## src/sv/vmrp_pkg.sv

```systemverilog
`timescale 1ns / 1ps
`default_nettype none
// ----------------------------------------------------------------------------
// Video memory register port package
// Shared constants, register offsets, read source codes and the structs that
// pass between the register decode, the stores and the result pipeline.
// ----------------------------------------------------------------------------
package vmrp_pkg;

  // Default size of the video word store.
  localparam int VIDEO_WORDS_DEF = 32768;

  // Fixed store geometry of the sprite attribute and palette stores, and the video pointer width.
  localparam int SPR_PAIRS    = 256;
  localparam int SPR_HIGH     = 32;
  localparam int PAL_DEPTH    = 256;
  localparam int COLOR_W      = 15;
  localparam int VPTR_W       = 15;

  // Access kinds.
  localparam logic OP_READ  = 1'b0;
  localparam logic OP_WRITE = 1'b1;

  // Write offsets.
  localparam logic [5:0] OFF_DISPLAY   = 6'h00;
  localparam logic [5:0] OFF_SPR_ADDRL = 6'h02;
  localparam logic [5:0] OFF_SPR_ADDRH = 6'h03;
  localparam logic [5:0] OFF_SPR_DATA  = 6'h04;
  localparam logic [5:0] OFF_VID_MODE  = 6'h15;
  localparam logic [5:0] OFF_VID_ADDRL = 6'h16;
  localparam logic [5:0] OFF_VID_ADDRH = 6'h17;
  localparam logic [5:0] OFF_VID_DATAL = 6'h18;
  localparam logic [5:0] OFF_VID_DATAH = 6'h19;
  localparam logic [5:0] OFF_PAL_ADDR  = 6'h21;
  localparam logic [5:0] OFF_PAL_DATA  = 6'h22;
  localparam logic [5:0] OFF_FIXED_COL = 6'h32;

  // Read offsets.
  localparam logic [5:0] OFF_SPR_READ  = 6'h38;
  localparam logic [5:0] OFF_VID_READL = 6'h39;
  localparam logic [5:0] OFF_VID_READH = 6'h3a;
  localparam logic [5:0] OFF_PAL_READ  = 6'h3b;
  localparam logic [5:0] OFF_STATUS    = 6'h3e;

  // Source of the returned byte.
  localparam logic [2:0] SEL_BYTE     = 3'd0;
  localparam logic [2:0] SEL_VID_LO   = 3'd1;
  localparam logic [2:0] SEL_VID_HI   = 3'd2;
  localparam logic [2:0] SEL_SPR_EVEN = 3'd3;
  localparam logic [2:0] SEL_SPR_ODD  = 3'd4;
  localparam logic [2:0] SEL_SPR_HIGH = 3'd5;
  localparam logic [2:0] SEL_PAL_LO   = 3'd6;
  localparam logic [2:0] SEL_PAL_HI   = 3'd7;

  // Store requests issued for one accepted word.
  typedef struct packed {
    logic               vid_re;
    logic               vid_lo_we;
    logic               vid_hi_we;
    logic [7:0]         vid_wdata;
    logic               spr_re;
    logic               spr_pair_we;
    logic               spr_high_we;
    logic [7:0]         spr_latch;
    logic [7:0]         spr_wdata;
    logic [9:0]         spr_ptr;
    logic               pal_re;
    logic               pal_we;
    logic [7:0]         pal_addr;
    logic [COLOR_W-1:0] pal_wdata;
  } mem_req_t;

  // What the result stage needs to build the output word.
  typedef struct packed {
    logic [2:0]         sel;
    logic [7:0]         byte_val;
    logic               blank;
    logic [3:0]         bright;
    logic [COLOR_W-1:0] fixed;
    logic               rotate;
  } res_info_t;

  // Registered read data of all stores.
  typedef struct packed {
    logic [7:0]         vid_lo;
    logic [7:0]         vid_hi;
    logic [7:0]         spr_even;
    logic [7:0]         spr_odd;
    logic [7:0]         spr_high;
    logic [COLOR_W-1:0] pal;
  } rd_data_t;

endpackage
`default_nettype wire

```

## src/sv/vmrp_ctrl.sv

```systemverilog
`timescale 1ns / 1ps
`default_nettype none
// ----------------------------------------------------------------------------
// Video memory register port decode
// Holds the pointers, latches and display registers, decodes each accepted
// word and issues the matching store reads and writes.
// ----------------------------------------------------------------------------
module vmrp_ctrl #(
  parameter int VIDEO_WORDS = vmrp_pkg::VIDEO_WORDS_DEF,
  localparam int VA_W = $clog2(VIDEO_WORDS)
) (
  input  wire logic                clk,
  input  wire logic                rst_n,
  input  wire logic                accept,
  input  wire logic                in_opcode,
  input  wire logic [5:0]          in_reg_offset,
  input  wire logic [7:0]          in_write_data,
  input  wire logic [7:0]          in_bus_latch,
  output vmrp_pkg::mem_req_t       req,
  output logic      [VA_W-1:0]     vid_addr,
  output vmrp_pkg::res_info_t      info
);
  import vmrp_pkg::*;

  logic [VPTR_W-1:0]  vwp_r, vwp_nxt;
  logic [1:0]         vstep_r, vstep_nxt;
  logic [1:0]         vremap_r, vremap_nxt;
  logic               vafter_r, vafter_nxt;
  logic [8:0]         swp_r, swp_nxt;
  logic [9:0]         sbp_r, sbp_nxt;
  logic [7:0]         slatch_r, slatch_nxt;
  logic [7:0]         pptr_r, pptr_nxt;
  logic               pwph_r, pwph_nxt;
  logic [7:0]         platch_r, platch_nxt;
  logic               prph_r, prph_nxt;
  logic               blank_r, blank_nxt;
  logic [3:0]         bright_r, bright_nxt;
  logic [COLOR_W-1:0] fixed_r, fixed_nxt;
  logic               rotate_r, rotate_nxt;

  logic [VPTR_W-1:0]  vid_remap;
  logic [VPTR_W-1:0]  vid_step;
  logic [VPTR_W-1:0]  vwp_adv;
  logic               is_wr;

  // Address remap of the video word pointer.
  always_comb begin
    case (vremap_r)
      2'd1:    vid_remap = {vwp_r[14:8], vwp_r[4:0], vwp_r[7:5]};
      2'd2:    vid_remap = {vwp_r[14:9], vwp_r[5:0], vwp_r[8:6]};
      2'd3:    vid_remap = {vwp_r[14:10], vwp_r[6:0], vwp_r[9:7]};
      default: vid_remap = vwp_r;
    endcase
  end

  assign vid_addr = vid_remap[VA_W-1:0];

  // Pointer step after a video data access.
  always_comb begin
    case (vstep_r)
      2'd0:    vid_step = VPTR_W'(1);
      2'd1:    vid_step = VPTR_W'(32);
      default: vid_step = VPTR_W'(128);
    endcase
  end

  assign vwp_adv = vwp_r + vid_step;
  assign is_wr   = (in_opcode == OP_WRITE);

  // Decode of one accepted word.
  always_comb begin
    vwp_nxt    = vwp_r;
    vstep_nxt  = vstep_r;
    vremap_nxt = vremap_r;
    vafter_nxt = vafter_r;
    swp_nxt    = swp_r;
    sbp_nxt    = sbp_r;
    slatch_nxt = slatch_r;
    pptr_nxt   = pptr_r;
    pwph_nxt   = pwph_r;
    platch_nxt = platch_r;
    prph_nxt   = prph_r;
    blank_nxt  = blank_r;
    bright_nxt = bright_r;
    fixed_nxt  = fixed_r;
    rotate_nxt = rotate_r;

    req             = '0;
    req.vid_wdata   = in_write_data;
    req.spr_latch   = slatch_r;
    req.spr_wdata   = in_write_data;
    req.spr_ptr     = sbp_r;
    req.pal_addr    = pptr_r;
    req.pal_wdata   = {in_write_data[6:0], platch_r};

    info.sel      = SEL_BYTE;
    info.byte_val = is_wr ? 8'h00 : in_bus_latch;

    if (accept) begin
      if (is_wr) begin
        case (in_reg_offset)
          OFF_DISPLAY: begin
            bright_nxt = in_write_data[3:0];
            blank_nxt  = in_write_data[7];
          end
          OFF_SPR_ADDRL: begin
            swp_nxt = {swp_r[8], in_write_data};
            sbp_nxt = {swp_r[8], in_write_data, 1'b0};
          end
          OFF_SPR_ADDRH: begin
            swp_nxt    = {in_write_data[0], swp_r[7:0]};
            sbp_nxt    = {in_write_data[0], swp_r[7:0], 1'b0};
            rotate_nxt = in_write_data[7];
          end
          OFF_SPR_DATA: begin
            if (!sbp_r[9]) begin
              // Low table: the even byte waits in the latch for its pair.
              if (sbp_r[0]) begin
                req.spr_pair_we = 1'b1;
              end else begin
                slatch_nxt = in_write_data;
              end
            end else begin
              // High table: stored at once.
              if (!sbp_r[0]) begin
                slatch_nxt = in_write_data;
              end
              req.spr_high_we = 1'b1;
            end
            sbp_nxt = sbp_r + 10'd1;
          end
          OFF_VID_MODE: begin
            vstep_nxt  = in_write_data[1:0];
            vremap_nxt = in_write_data[3:2];
            vafter_nxt = in_write_data[7];
          end
          OFF_VID_ADDRL: begin
            vwp_nxt = {vwp_r[14:8], in_write_data};
          end
          OFF_VID_ADDRH: begin
            vwp_nxt = {in_write_data[6:0], vwp_r[7:0]};
          end
          OFF_VID_DATAL: begin
            req.vid_lo_we = 1'b1;
            if (!vafter_r) begin
              vwp_nxt = vwp_adv;
            end
          end
          OFF_VID_DATAH: begin
            req.vid_hi_we = 1'b1;
            if (vafter_r) begin
              vwp_nxt = vwp_adv;
            end
          end
          OFF_PAL_ADDR: begin
            pptr_nxt = in_write_data;
            pwph_nxt = 1'b0;
            prph_nxt = 1'b0;
          end
          OFF_PAL_DATA: begin
            if (!pwph_r) begin
              platch_nxt = in_write_data;
              pwph_nxt   = 1'b1;
            end else begin
              req.pal_we = 1'b1;
              pptr_nxt   = pptr_r + 8'd1;
              pwph_nxt   = 1'b0;
            end
          end
          OFF_FIXED_COL: begin
            if (in_write_data[5]) begin
              fixed_nxt[4:0] = in_write_data[4:0];
            end
            if (in_write_data[6]) begin
              fixed_nxt[9:5] = in_write_data[4:0];
            end
            if (in_write_data[7]) begin
              fixed_nxt[14:10] = in_write_data[4:0];
            end
          end
          default: begin
          end
        endcase
      end else begin
        case (in_reg_offset)
          OFF_SPR_READ: begin
            req.spr_re = 1'b1;
            if (sbp_r[9]) begin
              info.sel = SEL_SPR_HIGH;
            end else if (sbp_r[0]) begin
              info.sel = SEL_SPR_ODD;
            end else begin
              info.sel = SEL_SPR_EVEN;
            end
            sbp_nxt = sbp_r + 10'd1;
          end
          OFF_VID_READL: begin
            req.vid_re = 1'b1;
            info.sel   = SEL_VID_LO;
            if (!vafter_r) begin
              vwp_nxt = vwp_adv;
            end
          end
          OFF_VID_READH: begin
            req.vid_re = 1'b1;
            info.sel   = SEL_VID_HI;
            if (vafter_r) begin
              vwp_nxt = vwp_adv;
            end
          end
          OFF_PAL_READ: begin
            req.pal_re = 1'b1;
            if (!prph_r) begin
              info.sel = SEL_PAL_LO;
              prph_nxt = 1'b1;
            end else begin
              // Bit 7 of the high byte comes from open bus.
              info.sel = SEL_PAL_HI;
              pptr_nxt = pptr_r + 8'd1;
              prph_nxt = 1'b0;
            end
          end
          OFF_STATUS: begin
            info.byte_val = {3'b000, in_bus_latch[4], 4'b0001};
          end
          default: begin
          end
        endcase
      end
    end

    // Display state after the access.
    info.blank  = blank_nxt;
    info.bright = bright_nxt;
    info.fixed  = fixed_nxt;
    info.rotate = rotate_nxt;
  end

  // Architectural registers.
  always_ff @(posedge clk) begin
    if (!rst_n) begin
      vwp_r    <= '0;
      vstep_r  <= '0;
      vremap_r <= '0;
      vafter_r <= 1'b0;
      swp_r    <= '0;
      sbp_r    <= '0;
      slatch_r <= '0;
      pptr_r   <= '0;
      pwph_r   <= 1'b0;
      platch_r <= '0;
      prph_r   <= 1'b0;
      blank_r  <= 1'b0;
      bright_r <= '0;
      fixed_r  <= '0;
      rotate_r <= 1'b0;
    end else begin
      vwp_r    <= vwp_nxt;
      vstep_r  <= vstep_nxt;
      vremap_r <= vremap_nxt;
      vafter_r <= vafter_nxt;
      swp_r    <= swp_nxt;
      sbp_r    <= sbp_nxt;
      slatch_r <= slatch_nxt;
      pptr_r   <= pptr_nxt;
      pwph_r   <= pwph_nxt;
      platch_r <= platch_nxt;
      prph_r   <= prph_nxt;
      blank_r  <= blank_nxt;
      bright_r <= bright_nxt;
      fixed_r  <= fixed_nxt;
      rotate_r <= rotate_nxt;
    end
  end

`ifndef SYNTHESIS
  // The palette write phase only opens on a palette data write.
  assert property (@(posedge clk) disable iff (!rst_n)
    $rose(pwph_r) |-> $past(accept && in_opcode == OP_WRITE &&
                            in_reg_offset == OFF_PAL_DATA))
    else $error("palette write phase set without a palette data write");

  // Pointers move only when a word is accepted.
  assert property (@(posedge clk) disable iff (!rst_n)
    !accept |=> ($stable(sbp_r) && $stable(vwp_r) && $stable(pptr_r)))
    else $error("store pointer changed without an accepted word");
`endif

endmodule
`default_nettype wire

```

## config.mk

```make
export PLATFORM = sky130hd
export DESIGN_NAME = vmrp_ctrl
export DESIGN_NICKNAME = d
export VERILOG_FILES = /design/src/sv/vmrp_pkg.sv /design/src/sv/vmrp_ctrl.sv
export SDC_FILE = /design/constraint.sdc
export NUM_CORES = 1
export LEC_CHECK = 0
export ABC_AREA = 0
export BUFFER_PORTS_ARGS = -buffer_cell sky130_fd_sc_hd__buf_2
export CAP_MARGIN = 15
export CORE_ASPECT_RATIO = 0.75
export CORE_MARGIN = 5
export CORE_UTILIZATION = 30
export CTS_CLUSTER_DIAMETER = 50
export DETAILED_ROUTE_END_ITERATION = 12
export PLACE_DENSITY = 0.54
export SYNTH_ARGS = -nofsm -noshare
export SYNTH_HDL_FRONTEND = slang
export SYNTH_SLANG_ARGS = --single-unit
export TNS_END_PERCENT = 100
```

## constraint.sdc

```tcl
create_clock -name clk -period 2.8 [get_ports clk]
set_input_delay 0.28 -clock clk [delete_from_list [all_inputs] [get_ports clk]]
set_output_delay 0.28 -clock clk [all_outputs]
set_load 0.01 [all_outputs]
```

After elaboration in Yosys (flattened, before gate mapping)
Cells that the tools add are included.
W data, S select, Z words.
{"block": "word_totals", "regBits": 86, "latchBits": 0, "ramBits": 0, "rom_bits": 0, "out_inout_bits": 112, "elab_cells": 136, "mem_count": 0}
{"block": "op_classes", "add_sub_neg": 3, "multipliers": 0, "div_mod_pow": 0, "order_cmp": 0, "eq_ne": 28, "n_shift": 0, "muxes": 65, "bitwise_logic": 4, "n_reduce_logical": 19}
{"operator": "$mux W15", "n": 6}
{"operator": "$pmux W10 S3", "n": 2}
{"operator": "$pmux W15 S4", "n": 1}
{"operator": "$eq A6 B6 Y1 const B", "n": 8}
{"operator": "$mux W8", "n": 6}
{"operator": "$pmux W8 S2", "n": 2}
{"operator": "$eq A6 B5 Y1 const B", "n": 5}
{"operator": "$pmux W15 S2", "n": 1}
{"operator": "$mux W1", "n": 26}
{"operator": "$reduce_and A4 Y1", "n": 6}
{"operator": "$mux W11", "n": 2}
{"operator": "$mux W10", "n": 2}
{"operator": "$pmux W9 S2", "n": 1}
{"operator": "$add A15 B8 Y15", "n": 1}
{"operator": "$mux W5", "n": 3}
{"operator": "$eq A6 B2 Y1 const B", "n": 2}
{"operator": "$mux W3", "n": 4}
{"operator": "$mux W4", "n": 3}
{"operator": "$ne A4 B1 Y1 const B", "n": 3}
{"operator": "$pmux W3 S4", "n": 1}
{"operator": "$reduce_and A3 Y1", "n": 4}
{"operator": "$add A10 B1 Y10 const B", "n": 1}
{"operator": "$add A8 B1 Y8 const B", "n": 1}
{"operator": "$mux W2", "n": 4}
{"operator": "15 further kinds", "n": 24}

Longest topological paths before layout
{"block": "depth", "ltp_word": 6, "mapped_depth": 9}

Worst setup path before layout
OpenSTA, ideal clock, no wires.
{"block": "synth_path", "path_type": "register to register", "startpoint": "register vstep_r[1]", "endpoint": "register vwp_r[14]", "setup_time_ns": 0.120, "arrival_time_ns": 1.992, "required_time_ns": 2.680, "path_slack_ns": 0.689, "stages_incl_launch_ff": 10, "n_path_buf": 0, "synth_period_minus_slack_ns": 2.111, "cell_sequence": "dfxtp_1 nor2_1 ha_1 ha_1 nand3_1 o21ai_1 a31oi_1 o21ai_0 a211oi_1 o31a_1"}
{"block": "synth_between", "elab_chain_cells": 6, "word_cells_on_any_way": 9, "cone_classes": "add/sub: 1; eq/ne: 1; mux: 6; reduce/logical: 1"}
{"element": "start: declaration", "line": "vmrp_ctrl.sv:26", "text": "logic [1:0] vstep_r, vstep_nxt;"}
{"element": "start signal: assignment", "line": "vmrp_ctrl.sv:259", "text": "vstep_r <= vstep_nxt;"}
{"element": "$eq A2 B1 Y1 or $logic_not A2 Y1 (tied branches)", "line": "vmrp_ctrl.sv:60", "text": "case (vstep_r)"}
{"element": "$pmux W8 S2 (*)", "line": "vmrp_ctrl.sv:60"}
{"element": "$add A15 B8 Y15 (*)", "line": "vmrp_ctrl.sv:67", "text": "assign vwp_adv = vwp_r + vid_step;"}
{"element": "$mux W15 (on tied branches)"}
{"element": "$pmux W15 S4 or $pmux W15 S2 (tied branches)", "line": "vmrp_ctrl.sv:101, vmrp_ctrl.sv:185"}
{"element": "$mux W15 (*)", "line": "vmrp_ctrl.sv:100", "text": "if (is_wr) begin"}
{"element": "end signal: assignment", "line": "vmrp_ctrl.sv:258", "text": "vwp_r <= vwp_nxt;"}
{"element": "end: declaration", "line": "vmrp_ctrl.sv:25", "text": "logic [VPTR_W-1:0] vwp_r, vwp_nxt;"}
Every way passes the cells marked *; elsewhere a longest branch is shown, timed or not.
A chain may end at the register's enable or synchronous reset.

Worst setup path in the final report
{"block": "layout_path", "startpoint": "register vstep_r[0]", "endpoint": "register vwp_r[11]"}
Same word-level chain as after synthesis.

==> results.cfg <==
[yosys]
syn_area_sq_mm = 0.00556
synth_common_cells = dfxtp_1, nor2_1, nand2_1
synth_top_area_cell = dfxtp_1
ys_ff_latch = 86
synth_area_leaders = dfxtp_1, mux2_2, a21oi_1
async_flop_share_pct = 0
syn-num-nets = 725
ys_seq_area_share_pct = 30.9
synth_edf_count = 0
synth_warnings = 0
synth_cells = 693
synth_cell_types = 80
synth_most_common_cell = dfxtp_1
syn_avg_cell_area_sq_um = 8.03
synth_top_flop_cell = dfxtp_1
synth_top_area_share_pct = 30.9

[job]
cap_viol_max_count = 0

[routing]
postRouteAntennaNets = 0
drc_errors = 0
vias_per_cell = 5.25
vias = 5412
drt_iter0_drc = 378
wl_per_cell_um = 17.9
firstDrtPassIters = 5
routed_wl_um = 18400

[grt]
overflow = 0
antenna_found_initial = 0
grt_pass1_wl_um = 29000
grt_util_all_layers_pct = 17.0
grt_pass1_vias = 4975
grt_max_degree = 42

[pwr]
p_seq_share_pct = 42.5
worst_ir_drop_vdd_mv = 0.292
power_switching_share_pct = 27.1
p_comb_share_pct = 11.2
p_switching_w = 0.000794
internal_power_w = 0.00214
powerDensity_mw_per_mm2 = 445
leakagePower_nw = 2.74
p_clk_share_pct = 46.3

[floorplan]
core_sq_mm = 0.0183
initial_core_util_pct = 30.3
dieArea_sq_mm = 0.0214
rows = 43
num_io_pins = 138
fp.dieW_um = 167
die_h_um = 128

[cts]
clk_pin_slew_ns = 0.07
cts_buffer_depth = 2
hold_buffers = 0
ctsRootBufferMaster = clkbuf_16
cts_made_buffers = 9
post_cts_buffers = 0
post_cts_resized = 0
clock-sinks = 86
cts_tree = done
clk_latency_ns = 0.36
htreeDepth = 3

[timing]
final_max_slew_viol_count = 0
timing.slew.headroom_pct = 51.5
rsz0062_at_grt = false
worst_slew_pin_slew_ns = 0.722
fin_crit_ns = 2.35
fmax_ghz = 0.425
final.setup.worst_slack_ns = 0.446
hold_viol_final = 0
totalNegativeSetupSlack_ns = 0
timing.hold.ws_ns = 0.322
finalCritPeriodShare_pct = 84.1
setup_viol = 0
fin_skew_ns = 0.0121

[status]
status = completed

[critical_path]
crit_arrival_ns = 2.57
r2r_end = vwp_r[11]
start_kind = flip-flop
r2r_slack_ns = 0.45
r2r_cells = 8
reg2reg_from = vstep_r[0]
slowest_delay_ns = 0.44
cp_max_fo = 4
cp-end-kind = flip-flop
crit_required_ns = 3.02
crit_type = reg -> reg
slowest_stage = a2111oi_0
crit_path_cell_trace = nor2b_1 -> ha_1 -> nand4_1 -> o21ai_1 -> nand3_1 -> xnor2_1 -> a2111oi_0 -> nor3_1

[worst_hold_path]
worstHoldPathCells = 3
hold_class = in -> reg
min_to = swp_r[6]
worstHoldStart = in_write_data[6]

[placed_design]
placedCellCount = 1015
place.gp.congestion = 0.825
post-place-ws_ns = 0.518
portBuffers = 137
dp_hpwl_um = 13000

[cells_and_area]
drive_gt1_share_pct = 29.8
fin_nets = 811
diodes = 0
area_growth_pct = 18.6
final-instance-count-excl-fill = 1031
==> registers in the layout, summed over array words and instances, names as in the netlist, 2 cells and up <==
signal,count
swp_r,9
vremap_r,2
platch_r,8
slatch_r,8
sbp_r,10
fixed_r,15
pptr_r,8
vstep_r,2
bright_r,4
vwp_r,15
==> power groups by stage <==
stage	registers (W)	logic, W	clock network [W]
CTS	0.00125	0.000328	0.00140
global placement	0.00128	0.000328	0
global route	0.00125	0.000358	0.00145
detailed placement	0.00128	0.000327	0
finish	0.00125	0.000328	0.00136
floorplan	0.00127	0.000234	0
==> how the worst max path moves through the flow <==
| stage | from | endpoint | slack [ns] | cells after the start |
|---|---|---|---|---|
| global placement | in_reg_offset[0] | info[2] | 0.57 | 8 |
| global route | vwp_r[7] | vwp_r[13] | 0.37 | 7 |
| CTS | in_reg_offset[1] | info[2] | 0.50 | 8 |
| floorplan | vstep_r[1] | vwp_r[14] | 0.69 | 9 |
| detailed placement | in_reg_offset[1] | info[2] | 0.52 | 8 |
| finish | vstep_r[0] | vwp_r[11] | 0.45 | 8 |
==> cell families (layout without fill, tap and decap cells) <==
logic type | after synthesis | after routing | synth area share, %
AND/OR/NAND/NOR | 272 | 272 | 25.5
AO/OA/AOI/OAI | 170 | 170 | 20.0
buffers and inverters | 90 | 181 | 8.52
flip-flops | 86 | 86 | 30.9
multiplexers | 58 | 58 | 11.8
XOR/XNOR | 11 | 11 | 1.87
adder cells (fa/ha/maj) | 6 | 6 | 1.35
==> critical path: cells and delay by family (launching register included) <==
kind	cells	cell delay (ns)
simple gates	4	0.60
compound gates	2	0.79
flops	1	0.32
fa+ha+maj	1	0.36
xor+xnor	1	0.15
==> placed cells by master (no fill, tap or decap), types with 20 or more instances in the layout <==
| master | synthesis | routed |
|---|---|---|
| nor2_1 | 68 | 68 |
| and2_1 | 34 | 34 |
| o21ai_0 | 34 | 34 |
| mux2i_1 | 25 | 25 |
| nand2_1 | 60 | 60 |
| dfxtp_1 | 86 | 86 |
| buf_4 | 32 | 20 |
| a21oi_1 | 56 | 56 |
| mux2_2 | 30 | 30 |
| buf_2 | 13 | 137 |
| nand3_1 | 27 | 27 |
==> per-layer routing <==
metal	global-route usage (%)	up-vias	wire [um]
met5	0	-	0
met4	2.58	0	107
met3	6.04	11	1600
met2	23.2	186	7380
met1	25.8	2559	9350
li1	-	2656	-
==> stage by stage <==
stage	total power (W)	instance area, sq um	util (%)
detailed placement	0.00160	6260	34.1
CTS	0.00298	6600	36.0
floorplan	0.00150	5560	-
finish	0.00294	6600	36.0
global route	0.00306	6600	36.0
global placement	0.00160	6260	34.1
==> layout make-up <==
class	count	area [sq um]
Fill cell	1953	11800
Multi-Input combinational cell	517	3370
Sequential cell	86	1720
Timing Repair Buffer	157	836
Tap cell	247	309
Clock buffer	9	225
Clock inverter	7	106
Inverter	8	30.0
Power figures use the tool's default switching activity.
