[src/sv/vmrp_pkg.sv]
`timescale 1ns / 1ps
`default_nettype none
// ----------------------------------------------------------------------------
// Video memory register port package
// Shared constants, register offsets, read source codes and the structs that
// pass between the register decode, the stores and the result pipeline.
// ----------------------------------------------------------------------------
package vmrp_pkg;

  // Default size of the video word store.
  localparam int VIDEO_WORDS_DEF = 32768;

  // Fixed store geometry of the sprite attribute and palette stores, and the video pointer width.
  localparam int SPR_PAIRS    = 256;
  localparam int SPR_HIGH     = 32;
  localparam int PAL_DEPTH    = 256;
  localparam int COLOR_W      = 15;
  localparam int VPTR_W       = 15;

  // Access kinds.
  localparam logic OP_READ  = 1'b0;
  localparam logic OP_WRITE = 1'b1;

  // Write offsets.
  localparam logic [5:0] OFF_DISPLAY   = 6'h00;
  localparam logic [5:0] OFF_SPR_ADDRL = 6'h02;
  localparam logic [5:0] OFF_SPR_ADDRH = 6'h03;
  localparam logic [5:0] OFF_SPR_DATA  = 6'h04;
  localparam logic [5:0] OFF_VID_MODE  = 6'h15;
  localparam logic [5:0] OFF_VID_ADDRL = 6'h16;
  localparam logic [5:0] OFF_VID_ADDRH = 6'h17;
  localparam logic [5:0] OFF_VID_DATAL = 6'h18;
  localparam logic [5:0] OFF_VID_DATAH = 6'h19;
  localparam logic [5:0] OFF_PAL_ADDR  = 6'h21;
  localparam logic [5:0] OFF_PAL_DATA  = 6'h22;
  localparam logic [5:0] OFF_FIXED_COL = 6'h32;

  // Read offsets.
  localparam logic [5:0] OFF_SPR_READ  = 6'h38;
  localparam logic [5:0] OFF_VID_READL = 6'h39;
  localparam logic [5:0] OFF_VID_READH = 6'h3a;
  localparam logic [5:0] OFF_PAL_READ  = 6'h3b;
  localparam logic [5:0] OFF_STATUS    = 6'h3e;

  // Source of the returned byte.
  localparam logic [2:0] SEL_BYTE     = 3'd0;
  localparam logic [2:0] SEL_VID_LO   = 3'd1;
  localparam logic [2:0] SEL_VID_HI   = 3'd2;
  localparam logic [2:0] SEL_SPR_EVEN = 3'd3;
  localparam logic [2:0] SEL_SPR_ODD  = 3'd4;
  localparam logic [2:0] SEL_SPR_HIGH = 3'd5;
  localparam logic [2:0] SEL_PAL_LO   = 3'd6;
  localparam logic [2:0] SEL_PAL_HI   = 3'd7;

  // Store requests issued for one accepted word.
  typedef struct packed {
    logic               vid_re;
    logic               vid_lo_we;
    logic               vid_hi_we;
    logic [7:0]         vid_wdata;
    logic               spr_re;
    logic               spr_pair_we;
    logic               spr_high_we;
    logic [7:0]         spr_latch;
    logic [7:0]         spr_wdata;
    logic [9:0]         spr_ptr;
    logic               pal_re;
    logic               pal_we;
    logic [7:0]         pal_addr;
    logic [COLOR_W-1:0] pal_wdata;
  } mem_req_t;

  // What the result stage needs to build the output word.
  typedef struct packed {
    logic [2:0]         sel;
    logic [7:0]         byte_val;
    logic               blank;
    logic [3:0]         bright;
    logic [COLOR_W-1:0] fixed;
    logic               rotate;
  } res_info_t;

  // Registered read data of all stores.
  typedef struct packed {
    logic [7:0]         vid_lo;
    logic [7:0]         vid_hi;
    logic [7:0]         spr_even;
    logic [7:0]         spr_odd;
    logic [7:0]         spr_high;
    logic [COLOR_W-1:0] pal;
  } rd_data_t;

endpackage
`default_nettype wire

[src/sv/vmrp_pipe.sv]
`timescale 1ns / 1ps
`default_nettype none
// ----------------------------------------------------------------------------
// Video memory register port result pipeline
// Holds the word in flight while the store reads complete, selects the
// returned byte and drives the result register and the handshake.
// ----------------------------------------------------------------------------
module vmrp_pipe (
  input  wire logic                clk,
  input  wire logic                rst_n,
  input  wire logic                in_valid,
  output logic                     in_stall,
  output logic                     accept,
  input  wire vmrp_pkg::res_info_t info,
  input  wire vmrp_pkg::rd_data_t  rd,
  output logic                     out_valid,
  input  wire logic                out_stall,
  output logic      [7:0]          out_read_data,
  output logic                     out_blank_forced,
  output logic      [3:0]          out_screen_brightness,
  output logic      [14:0]         out_fixed_color_value,
  output logic                     out_sprite_priority_rotate
);
  import vmrp_pkg::*;

  logic      s1_valid_r, s1_valid_nxt;
  res_info_t s1_info_r;
  logic      out_valid_r, out_valid_nxt;
  logic [7:0]         out_rdata_r;
  logic               out_blank_r;
  logic [3:0]         out_bright_r;
  logic [COLOR_W-1:0] out_fixed_r;
  logic               out_rotate_r;
  logic               move;
  logic [7:0]         rdata_sel;

  // Handshake: the word in flight moves on when the result register frees.
  assign move          = s1_valid_r && (!out_valid_r || !out_stall);
  assign in_stall      = s1_valid_r && !move;
  assign accept        = in_valid && !in_stall;
  assign s1_valid_nxt  = accept || (s1_valid_r && !move);
  assign out_valid_nxt = move || (out_valid_r && out_stall);

  // Returned byte selection.
  always_comb begin
    case (s1_info_r.sel)
      SEL_BYTE:     rdata_sel = s1_info_r.byte_val;
      SEL_VID_LO:   rdata_sel = rd.vid_lo;
      SEL_VID_HI:   rdata_sel = rd.vid_hi;
      SEL_SPR_EVEN: rdata_sel = rd.spr_even;
      SEL_SPR_ODD:  rdata_sel = rd.spr_odd;
      SEL_SPR_HIGH: rdata_sel = rd.spr_high;
      SEL_PAL_LO:   rdata_sel = rd.pal[7:0];
      SEL_PAL_HI:   rdata_sel = {s1_info_r.byte_val[7], rd.pal[14:8]};
      default:      rdata_sel = s1_info_r.byte_val;
    endcase
  end

  // Valid flags.
  always_ff @(posedge clk) begin
    if (!rst_n) begin
      s1_valid_r  <= 1'b0;
      out_valid_r <= 1'b0;
    end else begin
      s1_valid_r  <= s1_valid_nxt;
      out_valid_r <= out_valid_nxt;
    end
  end

  // Payload of the word in flight and of the result register.
  always_ff @(posedge clk) begin
    if (accept) begin
      s1_info_r <= info;
    end
    if (move) begin
      out_rdata_r  <= rdata_sel;
      out_blank_r  <= s1_info_r.blank;
      out_bright_r <= s1_info_r.bright;
      out_fixed_r  <= s1_info_r.fixed;
      out_rotate_r <= s1_info_r.rotate;
    end
  end

  assign out_valid                  = out_valid_r;
  assign out_read_data              = out_rdata_r;
  assign out_blank_forced           = out_blank_r;
  assign out_screen_brightness      = out_bright_r;
  assign out_fixed_color_value      = out_fixed_r;
  assign out_sprite_priority_rotate = out_rotate_r;

`ifndef SYNTHESIS
  // An accepted word is always in flight on the next cycle.
  assert property (@(posedge clk) disable iff (!rst_n)
    accept |=> s1_valid_r)
    else $error("accepted word lost");

  // A blocked word in flight keeps its contents.
  assert property (@(posedge clk) disable iff (!rst_n)
    (s1_valid_r && out_valid_r && out_stall) |=> (s1_valid_r && $stable(s1_info_r)))
    else $error("word in flight changed while blocked");

  // A word that moves on reaches the result register.
  assert property (@(posedge clk) disable iff (!rst_n)
    move |=> out_valid_r)
    else $error("moved word did not reach the result register");
`endif

endmodule
`default_nettype wire
[config.mk]
export PLATFORM = sky130hd
export DESIGN_NAME = vmrp_pipe
export DESIGN_NICKNAME = d
export VERILOG_FILES = /design/src/sv/vmrp_pkg.sv /design/src/sv/vmrp_pipe.sv
export SDC_FILE = /design/constraint.sdc
export NUM_CORES = 1
export LEC_CHECK = 0
export ABC_CLOCK_PERIOD_IN_PS = 3900
export BUFFER_PORTS_ARGS = -buffer_cell sky130_fd_sc_hd__buf_2
export CORE_ASPECT_RATIO = 0.8
export CORE_UTILIZATION = 35
export DETAILED_ROUTE_END_ITERATION = 8
export PLACE_DENSITY = 0.73
export REMOVE_ABC_BUFFERS = 1
export SLEW_MARGIN = 20
export SYNTH_ARGS = -nofsm -noshare
export SYNTH_HDL_FRONTEND = slang
export SYNTH_SLANG_ARGS = --single-unit
[constraint.sdc]
create_clock -name clk -period 3.9 [get_ports clk]
set_input_delay 0.585 -clock clk [delete_from_list [all_inputs] [get_ports clk]]
set_output_delay 0.585 -clock clk [all_outputs]
set_load 0.01 [all_outputs]
### Yosys cells after proc, flatten, opt, wreduce, memory -nomap -nowiden

Index checks and enable logic that the tools add are counted.

| storage, ports and cells | value |
|---|---|
| memories | 0 |
| RAM bits | 0 |
| word-level logic and storage cells | 33 |
| latch bits | 0 |
| memory bits (read-only) | 0 |
| register bits after elaboration | 63 |

| cells by class | value |
|---|---|
| shift-type cells | 0 |
| div/mod/pow operators | 0 |
| order comparisons | 0 |
| mux-type cells | 1 |
| add/sub/neg operators | 0 |
| eq/ne operators | 7 |
| reduce and logical (&&, ||, !) cells | 12 |
| multipliers | 0 |
| bitwise gates (word level) | 0 |

Operator list:

| cell | number |
|---|---|
| 8-bit one-hot mux with 8 select lines | 1 |
| 3-bit == test (second input constant) | 4 |
| 3-bit by 2-bit == test with 1-bit output (second input constant) | 2 |
| 1-bit logical AND | 4 |
| 1-bit zero test | 4 |
| 3-bit by 1-bit == test with 1-bit output (second input constant) | 1 |
| 3-bit zero test | 1 |
| 1-bit logical OR | 3 |

### Longest topological paths before layout

Gate-level depths: netlist of the first run.

| logic depth | value |
|---|---|
| depth in word-level cells | 8 |
| gate-level depth with buffers | 6 |
| mapped depth without buffers | 4 |

### Worst setup path before layout of the first run

OpenSTA, ideal clock, no wires.

| timing | value |
|---|---|
| path kind | input -> register |
| from | input out_stall |
| to | register out_blank_r, in the netlist out_blank_forced (enable) |
| data arrival time | 2747 ps |
| stages on the path | 1 |
| slack | 693 ps |
| setup time | 460 ps |
| required time | 3440 ps |
| path through | a21boi_0 |

| between the ends | value |
|---|---|
| longest elaborated chain between the ends | 3 |

Ends and longest elaborated chain:

| element | RTL line | source |
|---|---|---|
| start, declared | vmrp_pipe.sv:17 | `input wire logic out_stall,` |
| 1-bit zero test | vmrp_pipe.sv:38 | `assign move = s1_valid_r && (!out_valid_r \|\| !out_stall);` |
| 1-bit logical OR | vmrp_pipe.sv:38 |  |
| 1-bit logical AND | vmrp_pipe.sv:38 |  |
| end signal, assigned | vmrp_pipe.sv:77 | `out_blank_r <= s1_info_r.blank;` |
| end, declared | vmrp_pipe.sv:30 | `logic out_blank_r;` |

No other way between the ends.
A chain may end at the register's enable or synchronous reset.

### Worst setup path after layout of the first run

| timing | value |
|---|---|
| from | input out_stall |
| to | output accept |

| between the ends | value |
|---|---|
| longest elaborated chain between the ends | 7 |

Ends and longest elaborated chain:

| element | RTL line | source |
|---|---|---|
| 1-bit zero test | vmrp_pipe.sv:38 |  |
| 1-bit logical OR | vmrp_pipe.sv:38 |  |
| 1-bit logical AND | vmrp_pipe.sv:38 |  |
| 1-bit zero test | vmrp_pipe.sv:39 | `assign in_stall = s1_valid_r && !move;` |
| 1-bit logical AND | vmrp_pipe.sv:39 |  |
| 1-bit zero test | vmrp_pipe.sv:40 | `assign accept = in_valid && !in_stall;` |
| 1-bit logical AND | vmrp_pipe.sv:40 |  |
| end, declared | vmrp_pipe.sv:13 | `output logic accept,` |

No other way between the ends.

==> results of run 1 <==
## where the power goes
| part | switching [uW] | internal (uW) | leakage (uW) | total [uW] |
|---|---|---|---|---|
| registers | 15.0 | 787 | 0.000601 | 802 |
| clock network | 229 | 293 | 0.0000904 | 522 |
| logic | 67.3 | 73.2 | 0.000740 | 140 |
| total | 311 | 1150 | 0.00143 | 1460 |
## placed cells by master (no fill, tap or decap)
cell	instances
o2bb2ai_1	1
nor2b_1	5
o22a_1	6
nand3b_1	2
clkbuf_8	9
nor3_1	1
edfxtp_1	61
a31oi_1	1
inv_1	2
nor2b_4	1
buf_4	2
o21a_1	1
mux2i_1	21
o22ai_1	8
nand2_1	3
a22oi_1	1
dfxtp_1	2
o21ai_0	2
clkbuf_1	3
a21boi_4	1
clkinvlp_4	1
a211oi_1	2
nand2b_1	4
clkinv_2	2
nor2_1	3
mux2_2	1
bufinv_16	1
o211ai_1	1
a21oi_1	2
and3_1	1
or2_1	1
o32ai_1	2
buf_2	122
or3_1	1
nand3_1	1
nor3b_1	2
## layer usage
layer / part of all wire / track usage
met1: 0.39 / 0.153
met2: 0.50 / 0.251
met5: 0 / 0
met3: 0.10 / 0.0865
met4: 0.0087 / 0.0313
## worst register-to-register path: stages (launching register included)
cell      delay (ps)
edfxtp_1         780
nand2b_1         380
o22ai_1          150
o22a_1           200
## sequential cells by signal, indices dropped and copies added (netlist names)
| signal | flops |
|---|---|
| s1_info_r | 32 |
| out_fixed_color_value | 15 |
| out_read_data | 8 |
| out_screen_brightness | 4 |
| out_blank_forced | 1 |
| out_sprite_priority_rotate | 1 |
| out_valid | 1 |
| s1_valid_r | 1 |
## worst paths after layout
| kind | startpoint | end | slack, ps | cells after the start |
|---|---|---|---|---|
| setup reg to reg | s1_info_r[31] | out_read_data[0] | 2140 | 3 |
| setup / recovery | out_stall | accept | 1710 | 4 |
| hold reg to reg | s1_info_r[1] | out_fixed_color_value[0] | 420 | 0 |
| hold / removal | s1_info_r[1] | out_fixed_color_value[0] | 420 | 0 |
## per-stage QoR
stage               std cells  power (uW)   util  hold WS [ps]
floorplan                 140         880      -           400
detailed placement        351         960  0.464           405
finish                    367        1460  0.491           419
global route              367        1530  0.491           398
CTS                       367        1490  0.491           405
global placement          351         954  0.464           400
## kinds of logic after synthesis
group	after synthesis
buf+inv	10
mux	22
flops	63
compound gates	28
simple gates	25
## area by class of cell
cell class	instances	share of cell area
Timing Repair Buffer	124	0.185
Tap cell	87	0.0322
Inverter	2	0.00222
Clock inverter	4	0.0141
Clock buffer	12	0.0400
Sequential cell	63	0.554
Multi-Input combinational cell	75	0.173
==> flow_metrics.env, run 1 <==
export IMPL_path_max_fanout=18
export IMPL_outcome="finished clean"
export IMPL_drv_slew=0
export IMPL_hold_path_class="reg -> reg"
export IMPL_max_clock_path_buffers=2
export IMPL_synth_top_area_frac=0.730
export IMPL_critical_path_top_delay_family="simple AND/OR/NAND/NOR gates"
export IMPL_synth_xor_area_share=0
export IMPL_irDropWorstVdd_mv=0.306
export IMPL_crit_path_frequent_cell="buf_2"
export IMPL_power_leakage_uw=0.00143
export IMPL_synth_edff_count=61
export IMPL_worstSetupStartpointType="primary input"
export IMPL_synth_seq_cells=63
export IMPL_n_antenna_cell=0
export IMPL_routed_wirelength_um=5180
export IMPL_setup_slack_ps=1710
export IMPL_synth_most_common_cell="edfxtp_1"
export IMPL_crit_path_max_incr_delay_ps=440
export IMPL_die_w_um=96.7
export IMPL_antenna_found_initial=0
export IMPL_die_area_mm2=0.00751
export IMPL_synthesis_area_mm2=0.00251
export IMPL_worstPathArrival_ps=1600
export IMPL_synth_area_mux_share=0.0883
export IMPL_regArea_mm2=0.00187
export IMPL_drt_pass1_iter_count=4
export IMPL_clock_skew_ps=8.00
export IMPL_fin_tns_setup_ps=0
export IMPL_cts_buffers_inserted=9
export IMPL_multi_input_area_um2=584
export IMPL_setup_viol=0
export IMPL_viasPerCell=4.70
export IMPL_overflow=0
export IMPL_num_vias=1726
export IMPL_grt_start_max_net_pins=34
export IMPL_syn_avg_cell_area_um2=17.0
export IMPL_synth_top_family_by_area="multiplexers"
export IMPL_period_needed_ps=2190
export IMPL_ys_seq_area_frac=0.746
export IMPL_start_util=0.364
export IMPL_synth_top_cells_by_count="61 x edfxtp_1, 21 x mux2i_1, 8 x o22ai_1"
export IMPL_maxCapViolCount=0
export IMPL_die_y_um=77.7
export IMPL_design_area_mm2=0.00338
export IMPL_grt_use_total=0.145
export IMPL_area_growth_pct=34.8
export IMPL_dp_hpwl_um=3780
export IMPL_synth_top_area_cell="edfxtp_1"
export IMPL_synthFlopType="edfxtp_1"
export IMPL_crit_buf_inv=2
export IMPL_endpoint_kind="primary output"
export IMPL_synth_cell_types=31
export IMPL_crit_chain="buf_2 > and3_1 > nor2b_4 > buf_2"
export IMPL_fmax_mhz=457
export IMPL_place_congestion=0.733
export IMPL_drtIter0Drc=52
export IMPL_ant_nets=0
export IMPL_synth_warnings=0
export IMPL_ios=123
export IMPL_dp_slack_ps=1690
export IMPL_layout_drive_gt1_share=0.500
export IMPL_fill_cells=626
export IMPL_h_tree_depth=3
export IMPL_fin_crit_sh=0.561
export IMPL_postPlaceCellArea_mm2=0.00320
export IMPL_core_rowCount=27
export IMPL_power_density_mw_per_mm2=433
export IMPL_timing_worst_setup_path_type="in -> out"
export IMPL_cts_sinks=63
export IMPL_path_clk_slew_ps=60
export IMPL_async_flop_share=0
export IMPL_cts_root_buf="clkbuf_8"
export IMPL_cts_repair_resized=0
export IMPL_ctsHoldBuffers=0
export IMPL_grt_pass1_vias=1783
export IMPL_clock_latency_ps=330
export IMPL_synthTopCellsByArea="edfxtp_1 73%, mux2i_1 8.4%, o22a_1 2.1%, o22ai_1 2.0%, dfxtp_1 1.6%"
export IMPL_core_area_mm2=0.00689
export IMPL_final_hold_violation_count=0
export IMPL_drc_errors=0
export IMPL_synth_simple_area_share=0.0574
export IMPL_slowest_stage="nor2b_4"
export IMPL_synthCells=148
export IMPL_tritoncts="built"
export IMPL_port_buffers=122
export IMPL_grt_pass1_wl_um=8250
export IMPL_synth_adder_area_share=0
export IMPL_wl_per_cell_um=14.1
export IMPL_post_cts_buffers=0
export IMPL_tightest_slew_ps=990
export IMPL_worstPathRequired_ps=3310
export IMPL_nets=366
export IMPL_relSlewSlack=0.339
export IMPL_synth_compound_area_share=0.0798
export IMPL_rsz0062_at_grt="no"
No activity file was read; power rests on OpenSTA's default activity.
==> run 2, diff against run 1 <==
--- a/config.mk
+++ b/config.mk
@@ -5,7 +5,7 @@
 export SDC_FILE = /design/constraint.sdc
 export NUM_CORES = 1
 export LEC_CHECK = 0
-export ABC_CLOCK_PERIOD_IN_PS = 3900
+export ABC_CLOCK_PERIOD_IN_PS = 2300
 export BUFFER_PORTS_ARGS = -buffer_cell sky130_fd_sc_hd__buf_2
 export CORE_ASPECT_RATIO = 0.8
 export CORE_UTILIZATION = 35
==> constraint.sdc (replaced) <==
create_clock -name clk -period 2.3 [get_ports clk]
set_input_delay 0.345 -clock clk [delete_from_list [all_inputs] [get_ports clk]]
set_output_delay 0.345 -clock clk [all_outputs]
set_load 0.01 [all_outputs]
==> run 2 against run 1 <==
First-iteration DRC count is 48% higher. Combinational power rose by 74%. Final area is 0.78% higher. Sequential share of layout area fell by 0.43 points. Cell count up 0.82%. Critical path depth fell by 2. Setup slack worse by 1100 ps. Critical endpoint is now out_read_data[5]. Highest routed layer is now met5.
==> flow_metrics.env, run 2 (same netlist as run 1, synthesis figures left out) <==
export IMPL_outcome="finished clean"
export IMPL_hold_path_class="in -> reg"
export IMPL_min_path_cells=1
export IMPL_r2r_cells=2
export IMPL_drtIter0Drc=77
export IMPL_relSlewSlack=0.558
export IMPL_timing_worst_setup_path_type="reg -> reg"
export IMPL_tightest_slew_ps=662
export IMPL_core_rowCount=27
export IMPL_post_cts_buffers=0
export IMPL_wl_per_cell_um=14.3
export IMPL_die_y_um=77.7
export IMPL_layout_common_cells="122 x buf_2, 61 x edfxtp_1, 21 x mux2i_1"
export IMPL_overflow=0
export IMPL_tritoncts="built"
export IMPL_top_register="s1_info_r"
export IMPL_reg2reg_to="out_read_data[5]"
export IMPL_cts_buffers_inserted=9
export IMPL_grt_pass1_wl_um=8370
export IMPL_fin_crit_sh=0.751
export IMPL_cts_sinks=63
export IMPL_grt_pass1_vias=1805
export IMPL_core_area_mm2=0.00689
export IMPL_die_w_um=96.7
export IMPL_ios=123
export IMPL_routed_wirelength_um=5290
export IMPL_worstSetupStartpointType="register"
export IMPL_clock_skew_ps=6.92
export IMPL_rsz0062_at_grt="no"
export IMPL_fmax_mhz=579
export IMPL_grt_start_max_net_pins=30
export IMPL_worstPathRequired_ps=2380
export IMPL_grt_use_total=0.146
export IMPL_drc_errors=0
export IMPL_rr_startpoint="s1_info_r[31]"
export IMPL_place_congestion=0.763
export IMPL_viasPerCell=4.66
export IMPL_dp_hpwl_um=3960
export IMPL_die_area_mm2=0.00751
export IMPL_num_vias=1725
export IMPL_ctsHoldBuffers=0
export IMPL_path_clk_slew_ps=70
export IMPL_ant_nets=0
export IMPL_irDropWorstVdd_mv=0.422
export IMPL_power_leakage_uw=0.00145
export IMPL_endpoint_kind="register"
export IMPL_largest_reg_flops=32
export IMPL_worstHoldStart="info[23]"
export IMPL_drt_pass1_iter_count=4
export IMPL_worstPathArrival_ps=1810
export IMPL_design_area_mm2=0.00341
export IMPL_n_antenna_cell=0
export IMPL_min_to="s1_info_r[23]"
export IMPL_port_buffers=122
export IMPL_nets=369
export IMPL_clock_latency_ps=320
export IMPL_final_cells=370
export IMPL_final_common_cell="buf_2"
export IMPL_final_hold_violation_count=0
export IMPL_period_needed_ps=1730
export IMPL_setup_viol=0
export IMPL_start_util=0.364
export IMPL_area_growth_pct=35.8
export IMPL_r2r_slack_ps=570
export IMPL_maxCapViolCount=0
export IMPL_antenna_found_initial=1
export IMPL_layout_drive_gt1_share=0.512
export IMPL_max_clock_path_buffers=2
export IMPL_cts_root_buf="clkbuf_8"
export IMPL_drv_slew=0
export IMPL_cts_repair_resized=0
export IMPL_path_max_fanout=19
export IMPL_h_tree_depth=3
export IMPL_power_density_mw_per_mm2=725
export IMPL_dp_cells=354
export IMPL_fin_total_pwr_uw=2470
export IMPL_postPlaceCellArea_mm2=0.00322
run 2: changes by cell type in the layout (fill, tap and decap cells not counted):
| cell | delta |
|---|---|
| buf_4 | +3 |
| bufinv_16 | -1 |
| clkbuf_1 | -2 |
| clkbuf_8 | +3 |
run 2: worst max-delay path, cell delays in order, from the launching register on:
cell and delay (ps):
edfxtp_1 670, or3_1 560, o22a_1 250
run 2: area by class of cell:
type,instances,area (um2)
Clock buffer,13,169
Sequential cell,63,1870
Inverter,2,7.51
Timing Repair Buffer,127,648
Clock inverter,3,17.5
Multi-Input combinational cell,75,584
Fill cell,632,3480
Tap cell,87,109
run 2: per-layer routing:
metal / GRT usage / vias up / wire [um] / part of all wire
met5: 0 / - / 13 / 0.0025
met4: 0.0582 / 2 / 87 / 0.016
met3: 0.0685 / 11 / 457 / 0.086
met2: 0.236 / 82 / 2560 / 0.48
met1: 0.168 / 786 / 2170 / 0.41
li1: - / 844 / - / -
run 2: power by group:
| part | total (uW) | leakage, uW | internal, uW | switching, uW |
|---|---|---|---|---|
| Clock | 865 | 0.0000954 | 476 | 389 |
| Combinational | 243 | 0.000754 | 128 | 116 |
| Sequential | 1360 | 0.000601 | 1330 | 26.9 |
| Total | 2470 | 0.00145 | 1940 | 532 |
run 2: worst max-delay path by stage:
stage / slack (ps) / cells after the start / start / end
floorplan: -670 / 1 / out_stall / out_blank_forced
global placement: 650 / 2 / s1_info_r[31] / out_read_data[1]
detailed placement: 600 / 2 / s1_info_r[31] / out_read_data[5]
CTS: 590 / 2 / s1_info_r[31] / out_read_data[0]
global route: 480 / 3 / s1_info_r[31] / out_read_data[1]
finish: 570 / 2 / s1_info_r[31] / out_read_data[5]
run 2: per-stage QoR:
step / util / hold WS, ps / TNS (ps) / worst slack [ps]
after floorplan: - / 400 / -28420 / -667
after global placement: 0.467 / 400 / 0 / 652
after detailed placement: 0.467 / 405 / 0 / 601
after CTS: 0.494 / 172 / 0 / 589
after global routing: 0.494 / 164 / 0 / 480
final: 0.494 / 191 / 0 / 572
